### src/hdl/flpa_pkg.sv
// shared types and constants for the free-list pool allocator
// no dependencies; used by flpa_ctrl, flpa_dp and free_list_pool_allocator_core

package flpa_pkg;

  // field widths of the stream payloads
  localparam int unsigned SlotW   = 10;
  localparam int unsigned CountW  = 11;
  localparam int unsigned StatusW = 2;
  localparam int unsigned InDataW  = 16;  // slot_to_free, zero padded
  localparam int unsigned OutDataW = 24;  // granted_slot, slots_in_use, zero padded

  typedef enum logic {
    FUNC_ALLOC = 1'b0,
    FUNC_FREE  = 1'b1
  } func_e;

  typedef enum logic [StatusW-1:0] {
    ST_DONE      = 2'd0,
    ST_EXHAUSTED = 2'd1,
    ST_BAD_FREE  = 2'd2
  } status_e;

  typedef enum logic [1:0] {
    S_INIT,
    S_IDLE,
    S_EXEC
  } state_e;

  // controller to datapath
  typedef struct packed {
    logic init_wr;  // write one link of the clearing pass
    logic accept;   // capture the input transfer
    logic exec;     // perform the captured request, load the result register
  } dp_cmd_t;

  // datapath to controller
  typedef struct packed {
    logic init_last;  // clearing pass is at its last entry
  } dp_status_t;

endpackage

### src/hdl/flpa_ctrl.sv
// controller state machine for the free-list pool allocator
// depends on flpa_pkg; drives the datapath through flpa_pkg::dp_cmd_t

module flpa_ctrl (
  input  logic                   clk_i,
  input  logic                   rst_ni,
  input  logic                   in_valid_i,
  output logic                   in_ready_o,
  output logic                   out_valid_o,
  input  logic                   out_ready_i,
  input  flpa_pkg::dp_status_t   status_i,
  output flpa_pkg::dp_cmd_t      cmd_o
);

  flpa_pkg::state_e state_q, state_d;
  logic             out_valid_q, out_valid_d;
  logic             accept;

  // accept only while the result register is empty or being drained
  assign in_ready_o  = (state_q == flpa_pkg::S_IDLE) && (!out_valid_q || out_ready_i);
  assign accept      = in_valid_i && in_ready_o;
  assign out_valid_o = out_valid_q;

  always_comb begin
    state_d = state_q;
    unique case (state_q)
      flpa_pkg::S_INIT: begin
        if (status_i.init_last) state_d = flpa_pkg::S_IDLE;
      end
      flpa_pkg::S_IDLE: begin
        if (accept) state_d = flpa_pkg::S_EXEC;
      end
      flpa_pkg::S_EXEC: begin
        state_d = flpa_pkg::S_IDLE;
      end
      default: begin
        state_d = flpa_pkg::S_INIT;
      end
    endcase
  end

  always_comb begin
    cmd_o       = '0;
    out_valid_d = out_valid_q && !out_ready_i;
    unique case (state_q)
      flpa_pkg::S_INIT: begin
        cmd_o.init_wr = 1'b1;
      end
      flpa_pkg::S_IDLE: begin
        cmd_o.accept = accept;
      end
      flpa_pkg::S_EXEC: begin
        cmd_o.exec  = 1'b1;
        out_valid_d = 1'b1;
      end
      default: begin
        cmd_o = '0;
      end
    endcase
  end

  always_ff @(posedge clk_i or negedge rst_ni) begin
    if (!rst_ni) begin
      state_q     <= flpa_pkg::S_INIT;
      out_valid_q <= 1'b0;
    end else begin
      state_q     <= state_d;
      out_valid_q <= out_valid_d;
    end
  end

endmodule

### config.mk
export PLATFORM = sky130hd
export DESIGN_NAME = flpa_ctrl
export DESIGN_NICKNAME = d
export VERILOG_FILES = /design/src/hdl/flpa_pkg.sv /design/src/hdl/flpa_ctrl.sv
export SDC_FILE = /design/constraint.sdc
export NUM_CORES = 1
export LEC_CHECK = 0
export BUFFER_PORTS_ARGS = -buffer_cell sky130_fd_sc_hd__buf_4
export CELL_PAD_IN_SITES_DETAIL_PLACEMENT = 1
export CELL_PAD_IN_SITES_GLOBAL_PLACEMENT = 1
export CORE_AREA = 3 3 40 42
export CTS_BUF_LIST = sky130_fd_sc_hd__clkbuf_16
export DETAILED_ROUTE_END_ITERATION = 8
export DIE_AREA = 0 0 43 45
export PLACE_DENSITY_LB_ADDON = 0.1
export SKIP_CTS_REPAIR_TIMING = 1
export SYNTH_ARGS = -nofsm -noshare
export SYNTH_HDL_FRONTEND = slang
export SYNTH_SLANG_ARGS = --single-unit
### constraint.sdc
create_clock -name clk_i -period 1.1 [get_ports clk_i]
set_input_delay 0.11 -clock clk_i [delete_from_list [all_inputs] [get_ports clk_i]]
set_output_delay 0.11 -clock clk_i [all_outputs]
set_load 0.03 [all_outputs]
==> run metrics <==
Yosys cell types=11; power density cells=3760 nW/um^2; post-synth top area share=0.500; Cells after Synth=13; status=finished, violations left; synth top area cells=dfrtp_1 (50%), nand2b_4 (9.2%), and3b_4 (8.3%); Longest Clk Path Bufs=2; Clock transition at path regs=30 ps; setup clock skew after layout=0.475 ps; Die X=43 microns; Overflow after GRT=0; Placed Area=265 sq um; RD Place Congestion=0.641; clock root cell=clkbuf_16; initial core utilization=0.117; initial antenna violation count=0; Non-Filler Instances=47; clk sink count=3; CP Max Fanout=3; largest net degree at the start of global routing=5; Max IR drop VDD=1.35 mV; vias=170; Crit-path slowest cell=dfrtp_2; Ports=10; FF+latch count, synth=3; total wire length=493 microns; drt drc=0; Min Clock Period, post-route=1280 ps; Max stage delay on crit path=410 ps; CP Class=flip-flop to output port; Final Hold Viols=0; synthesized net count=18; Slew HR=0.891; LEAKAGE=0.000198 uW; R2R Setup Slk=100 ps; Bufs and invs on worst path=1; Final nets=38; sequential fraction of the synthesis area=0.500; Setup TNS=-338 ps; worst reg2reg startpoint=state_q[0]; fill count=142; Ys Warns=0; CTS buffer count=3; die area=1940 sq um; IO buf count=9; Die Y=45 microns; Setup crit start kind=flip-flop; CP Data Required Time=990 ps; # diodes=0; Tcrit/Tclk final=1.16; Crit Reg-Reg Endpoint=state_q[0]; Final ANT Viol Nets=0; worst min-delay path category=input port to flip-flop; CP endpoint kind=output port; ratio of cells with drive above 1 in the final layout=0.750; Util after Layout=0.312; CP delay by family, top=simple AND/OR/NAND/NOR gates; worst reg2reg path depth=4; arrival time at the worst endpoint=1170 ps; HP Start=in_valid_i; CTS H-tree lvls=1; RSZ-0062 raised after global routing=yes; CTS tree=yes; failing checks=setup timing; core area=1280 sq um; cell taking the most area after synthesis=dfrtp_1; hold path cells=2; drt pass-1 iters=1; Cells after DPL=40; first-pass GRT wire length=731 microns; Initial DRC Count=0; syn_area_per_cell=11.5 sq um; wire length per cell=10.5 microns; Clock Latency Late Sink=220 ps; Via density=3.62; most common library cell in the layout ignoring fill and taps=buf_4; most frequent cells in the layout=buf_4 (9), buf_6 (5), clkbuf_16 (3); final setup fails=3; hold endpoint=state_q[1]; total global-route track usage=0.0600; CP Cell Sequence=nand2b_4 -> and3b_4 -> and2_4 -> buf_6; cell row count=13; Slew Viols, Final=0; overall power=1510 uW; Area Growth Syn to Fin=167%; vias in the first global route=168; fmax=783 MHz; final instance area=400 sq um; Max-Cap Viols=0; mapped cell area=150 sq um; Worst-Margin Slew=163 ps; Final WS setup=-178 ps
registers in the layout (all words and copies together) (netlist names):
| register | cells |
|---|---|
| out_valid_o | 1 |
| state_q | 2 |
cells in the mapped netlist (all sizes together):
cell type / count
dfrtp: 3
a21o: 1
nor3: 1
a21oi: 1
nor2: 1
nor2b: 1
nand2b: 2
and2: 2
and3b: 1
worst register-to-register path: stages, from the launching register on:
cell and delay (ps):
dfrtp_1 380, buf_6 140, buf_4 130, nor3_1 170, a21oi_1 60
power breakdown:
group	total [uW]	internal (uW)	leakage (uW)	switching, uW
sequential	201	162	0.0000362	38.8
clock	565	469	0.0000423	96.8
combinational	741	396	0.000120	344
total	1510	1030	0.000198	480
per-stage QoR:
step	hold slack [ps]	worst slack, ps
global route	142	-219
detailed placement	-95.9	28.6
global placement	-96.9	38.5
finish	134	-178
CTS	-327	-208
floorplan	-186	-57.8
area by class of cell:
type / instances / area [sq um] / area share
tap: 15 / 18.8 / 0.0469
multi-input combinational: 10 / 92.6 / 0.231
timing repair buffer: 15 / 134 / 0.334
clock inverter: 1 / 3.75 / 0.00938
clock buffer: 3 / 75.1 / 0.188
sequential: 3 / 76.3 / 0.191
worst max-delay path by stage:
stage	from	endpoint	slack [ps]	cells past startpoint
6_report	out_valid_o	cmd_o[1]	-180	4
5_1_grt	out_valid_o	cmd_o[1]	-220	4
4_1_cts	out_valid_o	cmd_o[1]	-210	4
3_5_place_dp	out_valid_o	cmd_o[1]	30	4
3_3_place_gp	out_valid_o	cmd_o[1]	40	4
2_1_floorplan	out_valid_o	cmd_o[1]	-60	3
layer usage:
layer,vias up,global-route usage,part of all wire
met3,2,0.0359,0.057
li1,80,-,-
met4,0,0.0723,0.043
met1,81,0.0506,0.32
met2,7,0.0898,0.58
met5,-,0,0
logic make-up after synthesis:
| logic type | share of synthesized area |
|---|---|
| compound gates | 0.0833 |
| flops | 0.500 |
| simple gates | 0.417 |
(Power assumes the default switching activity.)
